--- src/rtl/core/ugli_pkg.sv ---
// shared types, constants and codes for the uniform grid linear interpolator
package ugli_pkg;

  localparam int unsigned TABLE_DEPTH = 256;
  localparam int unsigned FRAC_BITS   = 16;
  localparam int unsigned WORD_W      = 32;
  localparam int unsigned ENTRY_IDX_W = 8;
  localparam int unsigned ENTRIES_W   = 9;
  localparam int unsigned CFG_IDX_W   = 2;

  localparam int unsigned ADDR_W    = $clog2(TABLE_DEPTH);
  localparam int unsigned CNT_W     = $clog2(TABLE_DEPTH + 1);
  localparam int unsigned PROD_W    = 2 * WORD_W;
  localparam int unsigned GRID_W    = PROD_W - 2 * FRAC_BITS;
  localparam int unsigned DIST_W    = PROD_W - FRAC_BITS;
  localparam int unsigned DIST_LO_W = (DIST_W + 1) / 2;
  localparam int unsigned DIST_HI_W = DIST_W - DIST_LO_W;
  localparam int unsigned PSUM_W    = WORD_W + DIST_W;
  localparam int unsigned SLOPE_Q_W = PROD_W - FRAC_BITS;
  localparam int unsigned INC_W     = WORD_W + 1;
  localparam int unsigned VAL_W     = WORD_W + 3;

  localparam int unsigned QUEUE_DEPTH = 4;
  localparam int unsigned QPTR_W      = $clog2(QUEUE_DEPTH);
  localparam int unsigned QCNT_W      = $clog2(QUEUE_DEPTH + 1);

  localparam logic [WORD_W-1:0]    ONE_Q         = WORD_W'(1 << FRAC_BITS);
  localparam logic [WORD_W-1:0]    WORD_MAX      = {1'b0, {(WORD_W - 1){1'b1}}};
  localparam logic [WORD_W-1:0]    WORD_MIN      = {1'b1, {(WORD_W - 1){1'b0}}};
  localparam logic [ENTRIES_W-1:0] ENTRIES_RESET = ENTRIES_W'(TABLE_DEPTH);

  typedef enum logic {
    MODE_WRITE = 1'b0,
    MODE_QUERY = 1'b1
  } mode_e;

  typedef enum logic [1:0] {
    REGION_INSIDE = 2'd0,
    REGION_BELOW  = 2'd1,
    REGION_ABOVE  = 2'd2
  } region_e;

  typedef enum logic [CFG_IDX_W-1:0] {
    CFG_GRID_ORIGIN   = 2'd0,
    CFG_INV_BIN_WIDTH = 2'd1,
    CFG_ENTRIES_USED  = 2'd2
  } cfg_reg_e;

  typedef struct packed {
    mode_e                   mode;
    logic [ENTRY_IDX_W-1:0]  entry_index;
    logic signed [WORD_W-1:0] entry_value;
    logic signed [WORD_W-1:0] sample_x;
  } ugli_in_t;

  typedef struct packed {
    logic signed [WORD_W-1:0] value;
    logic signed [WORD_W-1:0] slope;
    region_e                  region;
    logic                     saturated;
  } ugli_out_t;

  typedef struct packed {
    logic [WORD_W-1:0]    grid_origin;
    logic [WORD_W-1:0]    inv_bin_width;
    logic [ENTRIES_W-1:0] entries_used;
  } ugli_cfg_t;

  // classified word handed from the front to the back
  typedef struct packed {
    mode_e             mode;
    logic              wr_en;
    region_e           region;
    logic [ADDR_W-1:0] addr_a;
    logic [ADDR_W-1:0] addr_b;
    logic [DIST_W-1:0] grid_dist;
    logic [WORD_W-1:0] wr_data;
  } ugli_op_t;

endpackage

--- src/rtl/core/ugli_front.sv ---
// front end: takes input words, maps x to grid units and classifies the region
module ugli_front import ugli_pkg::*; (
  input  logic      clk_i,
  input  logic      rst_ni,
  input  ugli_cfg_t cfg_i,
  input  logic      in_valid_i,
  output logic      in_stall_o,
  input  ugli_in_t  in_word_i,
  output logic      push_o,
  output ugli_op_t  op_o,
  input  logic      full_i
);

  logic              advance;
  logic              valid1_q, valid2_q, valid3_q;
  ugli_in_t          word1_q, word2_q, word3_q;
  logic [WORD_W-1:0] dx_mag2_q;
  logic              dx_neg2_q, dx_neg3_q;
  logic [PROD_W-1:0] m3_q;

  logic [WORD_W:0]    dx;
  logic [WORD_W:0]    dx_abs;
  logic [PROD_W-1:0]  prod;
  logic [CNT_W-1:0]   n_used;
  logic [ADDR_W-1:0]  last_idx;
  logic [GRID_W-1:0]  m_hi;
  logic [FRAC_BITS-1:0] m_frac;
  logic [ADDR_W-1:0]  k_idx;
  logic               is_zero;
  logic               above;
  logic               below;

  // the whole front moves together, held only when its last word cannot enter the queue
  assign advance    = !(valid3_q && full_i);
  assign in_stall_o = !advance;
  assign push_o     = valid3_q && !full_i;

  assign dx = {word1_q.sample_x[WORD_W-1], word1_q.sample_x}
            - {cfg_i.grid_origin[WORD_W-1], cfg_i.grid_origin};
  assign dx_abs = dx[WORD_W] ? (~dx + 1'b1) : dx;
  assign prod   = PROD_W'(dx_mag2_q) * PROD_W'(cfg_i.inv_bin_width);

  always_ff @(posedge clk_i or negedge rst_ni) begin
    if (!rst_ni) begin
      valid1_q <= 1'b0;
      valid2_q <= 1'b0;
      valid3_q <= 1'b0;
    end else if (advance) begin
      valid1_q <= in_valid_i;
      valid2_q <= valid1_q;
      valid3_q <= valid2_q;
    end
  end

  always_ff @(posedge clk_i) begin
    if (advance) begin
      word1_q   <= in_word_i;
      word2_q   <= word1_q;
      dx_mag2_q <= dx_abs[WORD_W-1:0];
      dx_neg2_q <= dx[WORD_W];
      word3_q   <= word2_q;
      m3_q      <= prod;
      dx_neg3_q <= dx_neg2_q;
    end
  end

  // entry count clamped to the table
  always_comb begin
    priority if (32'(cfg_i.entries_used) < 32'd2) begin
      n_used = CNT_W'(2);
    end else if (32'(cfg_i.entries_used) > TABLE_DEPTH) begin
      n_used = CNT_W'(TABLE_DEPTH);
    end else begin
      n_used = CNT_W'(cfg_i.entries_used);
    end
  end

  assign last_idx = ADDR_W'(n_used - CNT_W'(1));
  assign m_hi     = m3_q[PROD_W-1 -: GRID_W];
  assign m_frac   = m3_q[2*FRAC_BITS-1 -: FRAC_BITS];
  assign k_idx    = m_hi[ADDR_W-1:0];
  assign is_zero  = (m3_q == '0);
  // the low bits of the last grid point are zero, so only the integer part is compared
  assign above    = !dx_neg3_q && (m_hi >= GRID_W'(last_idx));
  assign below    = dx_neg3_q || is_zero;

  always_comb begin
    op_o         = '0;
    op_o.mode    = word3_q.mode;
    op_o.wr_en   = 32'(word3_q.entry_index) < TABLE_DEPTH;
    op_o.wr_data = word3_q.entry_value;
    priority if (word3_q.mode == MODE_WRITE) begin
      op_o.addr_a = ADDR_W'(word3_q.entry_index);
    end else if (above) begin
      op_o.region    = REGION_ABOVE;
      op_o.addr_a    = last_idx - ADDR_W'(1);
      op_o.addr_b    = last_idx;
      op_o.grid_dist = {m_hi - GRID_W'(last_idx), m_frac};
    end else if (below) begin
      op_o.region    = REGION_BELOW;
      op_o.addr_a    = '0;
      op_o.addr_b    = ADDR_W'(1);
      op_o.grid_dist = m3_q[PROD_W-1:FRAC_BITS];
    end else begin
      op_o.region    = REGION_INSIDE;
      op_o.addr_a    = k_idx;
      op_o.addr_b    = k_idx + ADDR_W'(1);
      op_o.grid_dist = {{GRID_W{1'b0}}, m_frac};
    end
  end

endmodule

--- config.mk ---
export PLATFORM = sky130hd
export DESIGN_NAME = ugli_front
export DESIGN_NICKNAME = d
export VERILOG_FILES = /design/src/rtl/core/ugli_pkg.sv /design/src/rtl/core/ugli_front.sv
export SDC_FILE = /design/constraint.sdc
export NUM_CORES = 2
export LEC_CHECK = 0
export BUFFER_PORTS_ARGS = -buffer_cell sky130_fd_sc_hd__buf_2
export CORE_MARGIN = 2
export CORE_UTILIZATION = 40
export CTS_CLUSTER_DIAMETER = 100
export CTS_CLUSTER_SIZE = 10
export DETAILED_ROUTE_END_ITERATION = 6
export SKIP_CTS_REPAIR_TIMING = 1
export SLEW_MARGIN = 5
export SYNTH_ARGS = -nofsm -noshare
export SYNTH_HDL_FRONTEND = slang
export SYNTH_SLANG_ARGS = --single-unit
--- constraint.sdc ---
create_clock -name clk_i -period 16.25 [get_ports clk_i]
set_clock_uncertainty 0.1 [all_clocks]
set_input_delay 0.8125 -clock clk_i [delete_from_list [all_inputs] [get_ports clk_i]]
set_output_delay 0.8125 -clock clk_i [all_outputs]
set_load 0.02 [all_outputs]
==> impl_metrics.py <==
metrics = {
    "worst_setup_path": {
        "start_kind": "flop",
        "cp_max_fo": 32,
        "path_class": "flop to flop",
        "end_kind": "flop",
        "crit_arrival_ns": 9.11,
        "crit_required_ns": 16.48,
    },
    "synth": {
        "syn_inst": 4671,
        "syn_area_per_cell_um2": 9.75,
        "ys_types": 83,
        "async_flop_share": 0.0117,
        "yosys.area.top_type": "fa_1",
        "synth_enable_flop_cells": 253,
        "netlist_top_cells_area": "fa_1, edfxtp_1, ha_1",
        "syn_area_um2": 45500,
        "yosysSeqAreaShare": 0.168,
        "synth-seq-cells": 256,
        "syn_nets": 6028,
        "synth_ff_type": "edfxtp_1",
        "synth_top_area_frac": 0.395,
        "yosys_warnings": 0,
    },
    "route": {
        "wire_per_inst_um": 19.8,
        "vias": 32046,
        "vias_per_cell": 5.14,
        "drc_errors": 0,
        "drtIter0Drc": 1751,
        "postRouteAntennaNets": 0,
        "routed_wl_um": 124000,
        "drt_first_pass_iters": 5,
    },
    "timing": {
        "slew_viol_final": 0,
        "worstMarginPinSlew_ns": 1.04,
        "fin_crit_ns": 8.88,
        "hold_slack_ns": 0.268,
        "final_hold_viol_count": 0,
        "fmax_ghz": 0.113,
        "setup_viol": 0,
        "relSlewSlack": 0.299,
        "fin_tns_setup_ns": 0,
        "period_share": 0.546,
        "grt_setup_unrepaired": "false",
    },
    "cells_and_area": {
        "num-nets-final": 6082,
        "area_growth_pct": 6.74,
        "stdcell_area_um2": 48600,
        "final_cells": 6229,
        "drive_gt1_frac": 0.0730,
        "fill_cells": 11008,
    },
    "clock_network": {
        "clkTransAtPathRegs_ns": 0.06,
        "root_buffer": "clkbuf_16",
        "cts_buffers": 29,
        "clk_latency_ns": 0.62,
        "htree_levels": 1,
        "clock-sinks": 256,
        "cts_tree": "built",
        "clock_path_buffers": 3,
    },
    "global_routing": {
        "grt-ovfl-total": 0,
        "antenna_found_initial": 8,
        "grt_max_degree": 74,
        "grt_first_pass_wirelength_um": 197000,
        "grt_pass1_vias": 34639,
        "grt.total_usage": 0.217,
    },
    "floorplanning": {
        "core_area_um2": 113000,
        "die_area_um2": 117000,
        "ios": 252,
        "die_h_um": 341,
        "dieWidth_um": 341,
        "initial_core_util": 0.404,
        "rows": 123,
    },
    "placement": {
        "place_congestion": 0.886,
        "dp_hpwl_um": 93400,
        "dpl_cell_area_um2": 47800,
        "dp_cells": 6193,
        "io_buffers": 250,
    },
    "run_status": {
        "outcome": "completed",
    },
    "hold_path": {
        "min_path_type": "primary input to flop",
    },
    "job": {
        "max-cap-violations": 0,
    },
}
==> through the flow <==
| stage | util | setup WS, ns |
|---|---|---|
| after floorplan | - | 8.08 |
| after global placement | 0.425 | 7.05 |
| after detailed placement | 0.425 | 6.94 |
| after CTS | 0.431 | 7.49 |
| after global routing | 0.432 | 7.11 |
| final | 0.432 | 7.37 |
==> final cells by class <==
class                           count  area, µm²  share of cell area
Multi-Input combinational cell   3237      33300               0.685
Clock inverter                      2       23.8            0.000489
Sequential cell                   256       7670               0.158
Timing Repair Buffer              292       1570              0.0323
Antenna cell                        2       5.00            0.000103
Clock buffer                       31        733              0.0151
Inverter                          909       3410              0.0702
Tap cell                         1500       1880              0.0386
==> per-layer routing <==
layer  share of wire  global-route usage
met3           0.053              0.0286
met5         0.00011                   0
met4           0.045              0.0876
met1            0.39               0.268
met2            0.51               0.383
==> cells in the final DEF (no fill, tap or decap), drive strengths merged, types with 15 or more instances in the layout <==
cell,n
nor3,30
nand2,553
and2,602
a21oi,114
fa,898
edfxtp,253
xor2,48
buf,291
nand3,45
clkbuf,31
o21ai,84
nor2,116
nand2b,22
inv,909
xnor2,100
a221oi,15
a21o,53
nand4,24
ha,309
and3,19
nor4,20
==> cell families after synthesis <==
| group | synth area share |
|---|---|
| AO/OA/AOI/OAI | 0.0563 |
| XOR/XNOR | 0.0285 |
| AND/OR/NAND/NOR | 0.166 |
| other | 0.0000823 |
| buffers and inverters | 0.100 |
| multiplexers | 0.000934 |
| adder cells (fa/ha/maj) | 0.480 |
| flip-flops | 0.168 |
==> state kept, by name, summed over array words and instances, names as in the netlist <==
register   cells
m3_q          64
word2_q       41
dx_mag2_q     32
dx_neg3_q      1
valid1_q       1
op_o          33
valid3_q       1
word1_q       73
dx_neg2_q      1
word3_q        8
valid2_q       1
==> critical path, stage by stage, from the launching register on <==
cell and delay, ns:
edfxtp_1 0.36, buf_4 0.43, and2_1 0.23, fa_1 0.44
fa_1 0.51, fa_1 0.54, inv_1 0.05, fa_1 0.48
inv_1 0.05, fa_1 0.48, fa_1 0.52, fa_1 0.49
inv_1 0.05, fa_1 0.50, inv_1 0.05, ha_1 0.36
a21o_1 0.21, a21o_1 0.16, a221oi_1 0.30, nand3_1 0.25
a32oi_1 0.50, nand2b_1 0.18, a311oi_1 0.48, o21a_1 0.22
o311ai_1 0.15, a221oi_1 0.35, xnor2_1 0.10
==> path summary, 6_finish.rpt <==
kind | from | to | slack, ns | cells after the start
worst max-delay path | dx_mag2_q[13] | m3_q[48] | 7.37 | 26
worst min-delay path | in_word_i[4] | word1_q[4] | 0.27 | 1
worst max register to register | dx_mag2_q[13] | m3_q[48] | 7.37 | 26
worst min register to register | word1_q[55] | word2_q[55] | 0.29 | 0
max in group asynchronous | rst_ni | valid2_q | 15.50 | 2
min in group asynchronous | rst_ni | valid1_q | 0.44 | 2
==> synthesized netlist by cell type, drive strengths merged, types with 15 or more instances <==
cell    instances
ha            309
and2          602
nand4          24
a221oi         15
and3           19
o21ai          84
nor2          116
fa            898
nor4           20
edfxtp        253
a21o           53
nor3           30
nand2         553
xnor2         100
clkbuf        231
xor2           48
nand3          45
nand2b         22
inv           908
a21oi         114
buf            38
Power is not shown: default switching activity piles up to over one toggle a cycle in this logic, so the estimate is an artifact.
