$ cat src/rtl/core/ugli_pkg.sv
// shared types, constants and codes for the uniform grid linear interpolator
package ugli_pkg;

  localparam int unsigned TABLE_DEPTH = 256;
  localparam int unsigned FRAC_BITS   = 16;
  localparam int unsigned WORD_W      = 32;
  localparam int unsigned ENTRY_IDX_W = 8;
  localparam int unsigned ENTRIES_W   = 9;
  localparam int unsigned CFG_IDX_W   = 2;

  localparam int unsigned ADDR_W    = $clog2(TABLE_DEPTH);
  localparam int unsigned CNT_W     = $clog2(TABLE_DEPTH + 1);
  localparam int unsigned PROD_W    = 2 * WORD_W;
  localparam int unsigned GRID_W    = PROD_W - 2 * FRAC_BITS;
  localparam int unsigned DIST_W    = PROD_W - FRAC_BITS;
  localparam int unsigned DIST_LO_W = (DIST_W + 1) / 2;
  localparam int unsigned DIST_HI_W = DIST_W - DIST_LO_W;
  localparam int unsigned PSUM_W    = WORD_W + DIST_W;
  localparam int unsigned SLOPE_Q_W = PROD_W - FRAC_BITS;
  localparam int unsigned INC_W     = WORD_W + 1;
  localparam int unsigned VAL_W     = WORD_W + 3;

  localparam int unsigned QUEUE_DEPTH = 4;
  localparam int unsigned QPTR_W      = $clog2(QUEUE_DEPTH);
  localparam int unsigned QCNT_W      = $clog2(QUEUE_DEPTH + 1);

  localparam logic [WORD_W-1:0]    ONE_Q         = WORD_W'(1 << FRAC_BITS);
  localparam logic [WORD_W-1:0]    WORD_MAX      = {1'b0, {(WORD_W - 1){1'b1}}};
  localparam logic [WORD_W-1:0]    WORD_MIN      = {1'b1, {(WORD_W - 1){1'b0}}};
  localparam logic [ENTRIES_W-1:0] ENTRIES_RESET = ENTRIES_W'(TABLE_DEPTH);

  typedef enum logic {
    MODE_WRITE = 1'b0,
    MODE_QUERY = 1'b1
  } mode_e;

  typedef enum logic [1:0] {
    REGION_INSIDE = 2'd0,
    REGION_BELOW  = 2'd1,
    REGION_ABOVE  = 2'd2
  } region_e;

  typedef enum logic [CFG_IDX_W-1:0] {
    CFG_GRID_ORIGIN   = 2'd0,
    CFG_INV_BIN_WIDTH = 2'd1,
    CFG_ENTRIES_USED  = 2'd2
  } cfg_reg_e;

  typedef struct packed {
    mode_e                   mode;
    logic [ENTRY_IDX_W-1:0]  entry_index;
    logic signed [WORD_W-1:0] entry_value;
    logic signed [WORD_W-1:0] sample_x;
  } ugli_in_t;

  typedef struct packed {
    logic signed [WORD_W-1:0] value;
    logic signed [WORD_W-1:0] slope;
    region_e                  region;
    logic                     saturated;
  } ugli_out_t;

  typedef struct packed {
    logic [WORD_W-1:0]    grid_origin;
    logic [WORD_W-1:0]    inv_bin_width;
    logic [ENTRIES_W-1:0] entries_used;
  } ugli_cfg_t;

  // classified word handed from the front to the back
  typedef struct packed {
    mode_e             mode;
    logic              wr_en;
    region_e           region;
    logic [ADDR_W-1:0] addr_a;
    logic [ADDR_W-1:0] addr_b;
    logic [DIST_W-1:0] grid_dist;
    logic [WORD_W-1:0] wr_data;
  } ugli_op_t;

endpackage

$ cat src/rtl/core/ugli_queue.sv
// short fifo of classified words between front and back
module ugli_queue import ugli_pkg::*; (
  input  logic     clk_i,
  input  logic     rst_ni,
  input  logic     push_i,
  input  ugli_op_t op_i,
  output logic     full_o,
  input  logic     pop_i,
  output logic     head_valid_o,
  output ugli_op_t head_o
);

  ugli_op_t          slot_q [QUEUE_DEPTH];
  logic [QPTR_W-1:0] wr_ptr_q, rd_ptr_q;
  logic [QCNT_W-1:0] count_q;
  logic              do_push, do_pop;

  assign full_o       = (count_q == QCNT_W'(QUEUE_DEPTH));
  assign head_valid_o = (count_q != '0);
  assign head_o       = slot_q[rd_ptr_q];
  assign do_push      = push_i && !full_o;
  assign do_pop       = pop_i && head_valid_o;

  always_ff @(posedge clk_i or negedge rst_ni) begin
    if (!rst_ni) begin
      wr_ptr_q <= '0;
      rd_ptr_q <= '0;
      count_q  <= '0;
    end else begin
      if (do_push) begin
        wr_ptr_q <= (wr_ptr_q == QPTR_W'(QUEUE_DEPTH - 1)) ? '0 : wr_ptr_q + QPTR_W'(1);
      end
      if (do_pop) begin
        rd_ptr_q <= (rd_ptr_q == QPTR_W'(QUEUE_DEPTH - 1)) ? '0 : rd_ptr_q + QPTR_W'(1);
      end
      if (do_push && !do_pop) begin
        count_q <= count_q + QCNT_W'(1);
      end else if (do_pop && !do_push) begin
        count_q <= count_q - QCNT_W'(1);
      end
    end
  end

  always_ff @(posedge clk_i) begin
    if (do_push) begin
      slot_q[wr_ptr_q] <= op_i;
    end
  end

endmodule

$ cat config.mk
export PLATFORM = sky130hd
export DESIGN_NAME = ugli_queue
export DESIGN_NICKNAME = d
export VERILOG_FILES = /design/src/rtl/core/ugli_pkg.sv /design/src/rtl/core/ugli_queue.sv
export SDC_FILE = /design/constraint.sdc
export NUM_CORES = 1
export LEC_CHECK = 0
export ABC_AREA = 1
export BUFFER_PORTS_ARGS = -buffer_cell sky130_fd_sc_hd__buf_4
export CAP_MARGIN = 20
export CORE_ASPECT_RATIO = 0.8
export CORE_UTILIZATION = 45
export CTS_BUF_LIST = sky130_fd_sc_hd__clkbuf_4 sky130_fd_sc_hd__clkbuf_8 sky130_fd_sc_hd__clkbuf_16
export DETAILED_ROUTE_END_ITERATION = 7
export PLACE_DENSITY = 0.69
export RECOVER_POWER = 100
export SLEW_MARGIN = 5
export SYNTH_ARGS = -nofsm -noshare
export SYNTH_HDL_FRONTEND = slang
export SYNTH_SLANG_ARGS = --single-unit
$ cat constraint.sdc
create_clock -name clk_i -period 7.5 [get_ports clk_i]
set_input_delay 1.5 -clock clk_i [delete_from_list [all_inputs] [get_ports clk_i]]
set_output_delay 1.5 -clock clk_i [all_outputs]
set_load 0.02 [all_outputs]
==> results of run 1 <==
[state kept, by name (all words and copies together), names as in the netlist]
name	count
count_q	3
rd_ptr_q	2
slot_q	400
wr_ptr_q	2
[cell usage after synthesis (all sizes together), types with 6 or more instances]
cell / n
edfxtp: 400
nand2: 315
inv: 215
o211ai: 200
buf: 65
dfrtp: 7
nand3: 7
ha: 6
nor2: 6
[report_power, final]
part	internal [W]	switching, W
registers	0.00303	0.000197
logic	0.000647	0.00186
clock network	0.00127	0.000823
[worst min-delay path, stage by stage, from the launching register on]
cell	delay, ns
dfrtp_1	0.37
nand2_1	0.06
nand2_1	0.04
[cell families (layout without fill, tap and decap cells)]
kind of cell               count (synthesis)  count (layout)  share of synthesized area [%]
and+or+nand+nor                          329             329                          7.574
adders and majority gates                  7               7                         0.5779
AOI/OAI and AO/OA                        201             201                          9.186
other                                      0               1                              0
xor gates and xnor gates                   1               1                        0.05324
buffers and inverters                    281             508                          8.540
DFF                                      407             407                          74.07
[cell type report]
class,instances,share of cell area [%]
antenna,1,0.01336
clock buffer,55,6.225
clock inverter,21,1.229
inverter,215,4.322
multi-input combinational,538,15.33
sequential,407,65.08
tap,480,3.206
timing repair buffer,217,4.596
[stage by stage]
stage	util (%)	power [W]	cell area (um^2)	worst slack [ns]
detailed placement	50.50	0.006154	18140	3.577
global route	52.15	0.008284	18730	1.368
floorplan	-	0.005227	16450	1.133
finish	52.15	0.007821	18730	1.699
global placement	50.50	0.006112	18140	3.604
CTS	54.39	0.008262	19530	2.989
[worst paths after layout]
path | slack, ns | endpoint | start | depth (start not counted)
min | 0.51 | count_q[2] | count_q[2] | 2
min reg2reg | 0.51 | count_q[2] | count_q[2] | 2
min in group asynchronous | 0.85 | count_q[1] | rst_ni | 1
max in group asynchronous | 6.32 | rd_ptr_q[1] | rst_ni | 1
max | 1.70 | head_o[93] | rd_ptr_q[0] | 4
max reg2reg | 2.98 | slot_q[3][88] | count_q[0] | 5
[routing by layer]
metal / vias up / share of wire [%]
met5: - / 0.076
met4: 4 / 1.9
met3: 57 / 8.1
met2: 266 / 46
met1: 4574 / 44
li1: 4667 / -
==> impl_metrics.env, run 1 <==
export IMPL_drive_gt1_share_pct=5.575
export IMPL_grt_busiest_layer="met2"
export IMPL_worstPathRequired_ns=6.00
export IMPL_finalCritPeriodShare_pct=77.35
export IMPL_p_per_area_mw_per_mm2=417.5
export IMPL_path_cells="buf_12 > o211ai_1 > nand2_1 > clkbuf_1"
export IMPL_yosys_area_top_type_share_pct=73.00
export IMPL_fmax_mhz=172.4
export IMPL_gr_total_overflow=0
export IMPL_fin_setup_tns_ns=0
export IMPL_cts_sinks=407
export IMPL_cap_violations=9
export IMPL_dieArea_mm2=0.03734
export IMPL_cts_setup_buffers=0
export IMPL_cts_buffer_depth=3
export IMPL_worst_setup_path_end_kind="primary output"
export IMPL_synth_seq_cells=407
export IMPL_syn_to_final_growth_pct=13.85
export IMPL_hold_violations=0
export IMPL_fp_dieW_um=215.8
export IMPL_dp_cells=1857
export IMPL_grt_pass1_vias=9472
export IMPL_rsz0062_at_grt="false"
export IMPL_yosysTopAreaCell="edfxtp_1"
export IMPL_finClkSkew_ns=0.01708
export IMPL_syn_nets=1337
export IMPL_synth_edf_count=400
export IMPL_critPathBufInv=2
export IMPL_critical_path_top_delay_family="flip-flops"
export IMPL_via_per_inst=4.947
export IMPL_synth_area_mm2=0.01645
export IMPL_regArea_mm2=0.01219
export IMPL_hp_class="register to register"
export IMPL_h_tree_depth=2
export IMPL_path_max_fanout=239
export IMPL_worstMarginPinSlew_ns=3.734
export IMPL_synth_warnings=0
export IMPL_period_needed_ns=5.801
export IMPL_grt_max_degree=240
export IMPL_grt_use_met2_pct=28.67
export IMPL_critPathSlowestCell="dfrtp_1"
export IMPL_crit_arrival_ns=4.30
export IMPL_post_synth_cell_area_avg_um2=13.42
export IMPL_synth_ff_type="edfxtp_1"
export IMPL_dpl_hpwl_um=18510
export IMPL_grtUsageMet1_pct=23.40
export IMPL_fin_cells=1934
export IMPL_status="complete, but fails checks"
export IMPL_seq_area_frac_synth_pct=74.07
export IMPL_p_leak_nw=6.952
export IMPL_drt_initial_drc_count=715
export IMPL_cts_root_buf="clkbuf_16"
export IMPL_cpPeakStageDelay_ns=2.12
export IMPL_gp_congestion=0.7649
export IMPL_holdBufCountCts=0
export IMPL_dr_pass1_iters=5
export IMPL_die_h_um=173.0
export IMPL_synth_cells=1226
export IMPL_rows=62
export IMPL_hold_ws_ns=0.5052
export IMPL_slew_headroom_pct=-149.0
export IMPL_grt_pass1_wl_um=51550
export IMPL_io_buffer_count=205
export IMPL_critical_path_class="register to primary output"
export IMPL_wirelength_um=32920
export IMPL_fillers=3114
export IMPL_ctsResizeCount=0
export IMPL_grt_antenna_before_repair=3
export IMPL_multi_input_area_mm2=0.002872
export IMPL_vdd_ir_drop_max_v=0.0003046
export IMPL_drc_errors=0
export IMPL_wl_per_cell_um=17.02
export IMPL_clock_latency_ns=0.54
export IMPL_synth_cell_types=16
export IMPL_final_cell_mix="400 x edfxtp_1, 315 x nand2_1, 214 x inv_1, 208 x clkbuf_1, 200 x o211ai_1"
export IMPL_use_met3_pct=4.908
export IMPL_tritoncts="built"
export IMPL_vias=9568
export IMPL_numCtsBuffers=42
export IMPL_core_area_mm2=0.03592
export IMPL_nets=1532
export IMPL_cts_clk_slew_worst_paths_ns=0.06
export IMPL_synthTopCellsByArea="edfxtp_1 73%, o211ai_1 9.1%, nand2_1 7.2%"
export IMPL_critPathLaunchType="register"
export IMPL_initial_core_util_pct=45.81
export IMPL_failed_checks="capacitance limit, slew limit"
export IMPL_pin_count=206
export IMPL_layout_commonest_cell="edfxtp_1"
export IMPL_synthArstFlopShare_pct=1.720
export IMPL_grt_use_total_pct=17.67
export IMPL_slew_viol_final=443
export IMPL_setup_viol=0
export IMPL_detail_route_antenna_nets=0
Note: power is estimated with default switching activity, not from simulation.
==> run 2, diff against run 1 <==
- PLACE_DENSITY: 0.69 -> 0.72
- clock period: 7.5 -> 5.2 ns (I/O delays scaled with it)
==> impl_metrics.env, run 2 (same netlist as run 1, synthesis figures left out) <==
export IMPL_grt_use_total_pct=17.64
export IMPL_hold_violations=0
export IMPL_p_leak_nw=7.079
export IMPL_via_per_inst=4.950
export IMPL_holdBufCountCts=0
export IMPL_fin_area_mm2=0.01886
export IMPL_r2r_start="count_q[0]"
export IMPL_p_per_area_mw_per_mm2=604.8
export IMPL_hp_class="input pin to async pin"
export IMPL_crit_arrival_ns=3.34
export IMPL_wl_per_cell_um=16.96
export IMPL_numCtsBuffers=40
export IMPL_fmax_mhz=228.4
export IMPL_drive_gt1_share_pct=8.259
export IMPL_grt_antenna_before_repair=2
export IMPL_met3_length_um=2271
export IMPL_ctsResizeCount=0
export IMPL_vias=9573
export IMPL_reg_largest_list="slot_q (400), count_q (3)"
export IMPL_worstMarginPinSlew_ns=3.652
export IMPL_nets=1532
export IMPL_worst_setup_path_end_kind="primary output"
export IMPL_syn_to_final_growth_pct=14.62
export IMPL_critPathLaunchType="register"
export IMPL_r2r_end="slot_q[0][97]"
export IMPL_dr_pass1_iters=5
export IMPL_r2r_cells=5
export IMPL_wirelength_um=32810
export IMPL_cts_root_buf="clkbuf_16"
export IMPL_setup_viol=0
export IMPL_pin_count=206
export IMPL_grt_pass1_vias=9444
export IMPL_clock_latency_ns=0.54
export IMPL_die_h_um=173.0
export IMPL_cap_violations=10
export IMPL_rows=62
export IMPL_dr_wl_met2_um=15150
export IMPL_detail_route_antenna_nets=0
export IMPL_finClkSkew_ns=0.01533
export IMPL_fp_dieW_um=215.8
export IMPL_final_cell_mix="400 x edfxtp_1, 315 x nand2_1, 214 x inv_1, 199 x o211ai_1, 174 x clkbuf_1"
export IMPL_slew_viol_final=524
export IMPL_worstPathRequired_ns=4.16
export IMPL_io_buffer_count=205
export IMPL_layout_commonest_cell="edfxtp_1"
export IMPL_r2r_slack_ns=1.07
export IMPL_status="complete, but fails checks"
export IMPL_core_area_mm2=0.03592
export IMPL_regMostFlops="slot_q"
export IMPL_finalCritPeriodShare_pct=84.20
export IMPL_drt_met1_wl_um=14910
export IMPL_cts_clk_slew_worst_paths_ns=0.06
export IMPL_period_needed_ns=4.378
export IMPL_largest_register_ff_count=400
export IMPL_slew_headroom_pct=-143.5
export IMPL_grt_pass1_wl_um=51550
export IMPL_cts_sinks=407
export IMPL_gr_total_overflow=0
export IMPL_routed_top_layer="met5"
export IMPL_path_max_fanout=66
export IMPL_drc_errors=0
export IMPL_cts_setup_buffers=0
export IMPL_cts_buffer_depth=3
export IMPL_grt_max_degree=209
export IMPL_h_tree_depth=2
export IMPL_dieArea_mm2=0.03734
export IMPL_dpl_hpwl_um=18840
export IMPL_rsz0062_at_grt="false"
export IMPL_drt_initial_drc_count=794
export IMPL_power_w=0.01141
export IMPL_vdd_ir_drop_max_v=0.0003879
export IMPL_tritoncts="built"
export IMPL_critical_path_class="register to primary output"
export IMPL_initial_core_util_pct=45.81
export IMPL_dpl_cell_area_mm2=0.01815
export IMPL_gp_congestion=0.7890
export IMPL_failed_checks="capacitance limit, slew limit"
-- run 2: cell count changes in the layout (fill, tap and decap cells not counted), sizes merged --
cell / change
buf: +32
clkbuf: -31
clkinv: -3
bufinv: +1
inv: +1
-- run 2: area by class of cell --
class	count	area, um^2
timing repair buffer	219	993.5
inverter	215	807.0
sequential	407	12190
clock inverter	20	261.5
clock buffer	54	1124
multi-input combinational	538	2877
tap	480	600.6
fill	3099	17060
antenna	1	2.502
-- run 2: critical path: stages, from the launching register on --
cell,delay [ns]
dfrtp_4,0.70
inv_2,1.20
buf_4,0.41
o211ai_1,0.12
nand2_1,0.11
clkbuf_1,0.24
-- run 2: how the worst max path moves through the flow --
stage	from	to	slack [ns]	cells past startpoint
after floorplan	push_i	slot_q[0][0]	-0.71	2
after global placement	rd_ptr_q[1]	head_o[55]	1.94	5
after detailed placement	rd_ptr_q[1]	head_o[20]	1.89	5
after CTS	rd_ptr_q[1]	head_o[85]	1.29	5
after global routing	rd_ptr_q[1]	head_o[67]	0.60	5
final	rd_ptr_q[1]	head_o[16]	0.82	5
-- run 2: stage by stage --
stage	hold slack (ns)	util (%)	std cells	worst slack, ns	setup TNS [ns]
3_5_place_dp	0.5065	50.54	1859	1.894	0
5_1_grt	0.4189	52.50	1933	0.5975	0
2_1_floorplan	0.4628	-	1226	-0.7065	-282.61
6_report	0.4060	52.51	1934	0.8215	0
3_3_place_gp	0.4848	50.54	1859	1.944	0
4_1_cts	0.2730	54.40	1933	1.294	0
-- run 2: layer usage --
metal,GRT usage [%],vias to the layer above
li1,-,4659
met1,24.61,4602
met2,27.95,273
met3,4.274,37
met4,4.226,2
met5,0,-
-- run 2: report_power, final --
group	switching [W]	internal, W
clock	0.00117	0.00183
sequential	0.000254	0.00436
combinational	0.00271	0.00108
total	0.00414	0.00726
==> run 3, diff against run 2 <==
- clock period: 5.2 -> 3.85 ns (I/O delays scaled with it)
==> impl_metrics.env, run 3 (same netlist as run 1, synthesis figures left out) <==
export IMPL_critPathLaunchType="register"
export IMPL_period_needed_ns=3.605
export IMPL_die_h_um=173.0
export IMPL_cap_violations=4
export IMPL_vdd_ir_drop_max_v=0.0004383
export IMPL_reg_largest_list="slot_q (400), count_q (3)"
export IMPL_cts_root_buf="clkbuf_16"
export IMPL_numCtsBuffers=41
export IMPL_grt_pass1_wl_um=50950
export IMPL_worstMarginPinSlew_ns=1.940
export IMPL_hp_class="input pin to async pin"
export IMPL_slew_viol_final=118
export IMPL_nets=1537
export IMPL_setup_viol=0
export IMPL_regMostFlops="slot_q"
export IMPL_rsz0062_at_grt="false"
export IMPL_grt_use_met2_pct=28.71
export IMPL_critical_path_class="register to primary output"
export IMPL_initial_core_util_pct=45.81
export IMPL_largest_register_ff_count=400
export IMPL_core_area_mm2=0.03592
export IMPL_grt_busiest_layer="met2"
export IMPL_p_leak_nw=7.130
export IMPL_cts_clk_slew_worst_paths_ns=0.06
export IMPL_pin_count=206
export IMPL_hold_ws_ns=0.1338
export IMPL_clock_latency_ns=0.54
export IMPL_fillers=3080
export IMPL_fin_area_mm2=0.01890
export IMPL_worstPathRequired_ns=3.08
export IMPL_drt_initial_drc_count=613
export IMPL_cts_buffer_depth=3
export IMPL_grt_pass1_vias=9633
export IMPL_use_met3_pct=4.274
export IMPL_worst_slack_ns=0.2452
export IMPL_grt_use_total_pct=17.56
export IMPL_wl_per_cell_um=16.54
export IMPL_io_buffer_count=205
export IMPL_ctsResizeCount=0
export IMPL_r2r_slack_ns=0.46
export IMPL_vias=9492
export IMPL_holdBufCountCts=0
export IMPL_crit_arrival_ns=2.83
export IMPL_dpl_cell_area_mm2=0.01827
export IMPL_r2r_start="count_q[0]"
export IMPL_layout_commonest_cell="edfxtp_1"
export IMPL_gp_congestion=0.7382
export IMPL_critPathSlowestCell="buf_4"
export IMPL_finClkSkew_ns=0.01755
export IMPL_cts_setup_buffers=0
export IMPL_h_tree_depth=2
export IMPL_gr_total_overflow=0
export IMPL_r2r_end="slot_q[2][21]"
export IMPL_status="complete, but fails checks"
export IMPL_cpPeakStageDelay_ns=0.69
export IMPL_dieArea_mm2=0.03734
export IMPL_dr_pass1_iters=5
export IMPL_grt_antenna_before_repair=2
export IMPL_wirelength_um=32070
export IMPL_final_cell_mix="400 x edfxtp_1, 315 x nand2_1, 214 x inv_1, 199 x o211ai_1, 163 x clkbuf_1"
export IMPL_drc_errors=0
export IMPL_hold_violations=0
export IMPL_fp_dieW_um=215.8
export IMPL_cts_sinks=407
export IMPL_detail_route_antenna_nets=0
export IMPL_slew_headroom_pct=-29.81
export IMPL_r2r_cells=5
export IMPL_dp_cells=1863
export IMPL_drive_gt1_share_pct=9.053
export IMPL_p_per_area_mw_per_mm2=804.3
export IMPL_finalCritPeriodShare_pct=93.63
export IMPL_grt_max_degree=134
export IMPL_fmax_mhz=277.4
export IMPL_dp_slack_ns=0.8971
export IMPL_failed_checks="capacitance limit, slew limit"
export IMPL_dpl_hpwl_um=18720
export IMPL_syn_to_final_growth_pct=14.89
export IMPL_worst_setup_path_end_kind="primary output"
export IMPL_via_per_inst=4.895
export IMPL_path_cells="clkbuf_4 > buf_4 > o211ai_1 > nand2_1 > clkbuf_1"
export IMPL_tritoncts="built"
export IMPL_rows=62
export IMPL_grtUsageMet1_pct=23.20
export IMPL_path_max_fanout=56
export IMPL_fin_cells=1939
[run 3: changes by cell type in the layout (fill, tap and decap cells not counted), moves of 2 or more]
cell,delta
buf_4,+5
clkbuf_1,-11
clkbuf_2,+3
clkbuf_16,+2
clkbuf_8,+3
buf_12,+5
clkinv_1,+3
clkinv_2,+5
clkinv_4,-2
bufinv_16,-5
[run 3: cell type report]
cell class	instances	area, um^2	area share [%]
Sequential cell	407	12190	64.51
Multi-Input combinational cell	538	2869	15.18
Clock buffer	57	1200	6.348
Timing Repair Buffer	223	1120	5.924
Inverter	215	808.3	4.276
Tap cell	480	600.6	3.177
Clock inverter	18	108.9	0.5759
Antenna cell	1	2.502	0.01324
[run 3: per-stage QoR]
step	setup TNS (ns)	util, %	power (W)
floorplan	-58.56	-	0.01012
global placement	0	50.86	0.01194
detailed placement	0	50.86	0.01205
CTS	0	54.51	0.01590
global route	0	52.62	0.01610
finish	0	52.63	0.01520
[run 3: worst max path at each step]
stage	startpoint	to	slack (ns)	depth (start not counted)
final	rd_ptr_q[1]	head_o[18]	0.25	5
after global routing	rd_ptr_q[1]	head_o[2]	0.11	5
after CTS	rd_ptr_q[1]	head_o[20]	0.28	5
after detailed placement	rd_ptr_q[1]	head_o[13]	0.90	5
after global placement	rd_ptr_q[1]	head_o[49]	0.92	5
after floorplan	push_i	slot_q[0][0]	-0.15	2
[run 3: per-layer routing]
layer	up-vias	wire length [um]
li1	4659	-
met1	4557	13970
met2	225	15340
met3	51	2101
met4	0	654
met5	-	0
[run 3: report_power, final]
part,leakage [nW],internal (W),switching [W]
logic,2.72,0.00156,0.00371
clock network,0.665,0.00224,0.00157
registers,3.75,0.00584,0.000279
[run 3: worst max-delay path, delay by kind of cell (launching register included)]
family / cells / cell delay (ns)
flops: 1 / 0.41
compound gates: 1 / 0.18
buf+inv: 3 / 1.48
simple gates: 1 / 0.11
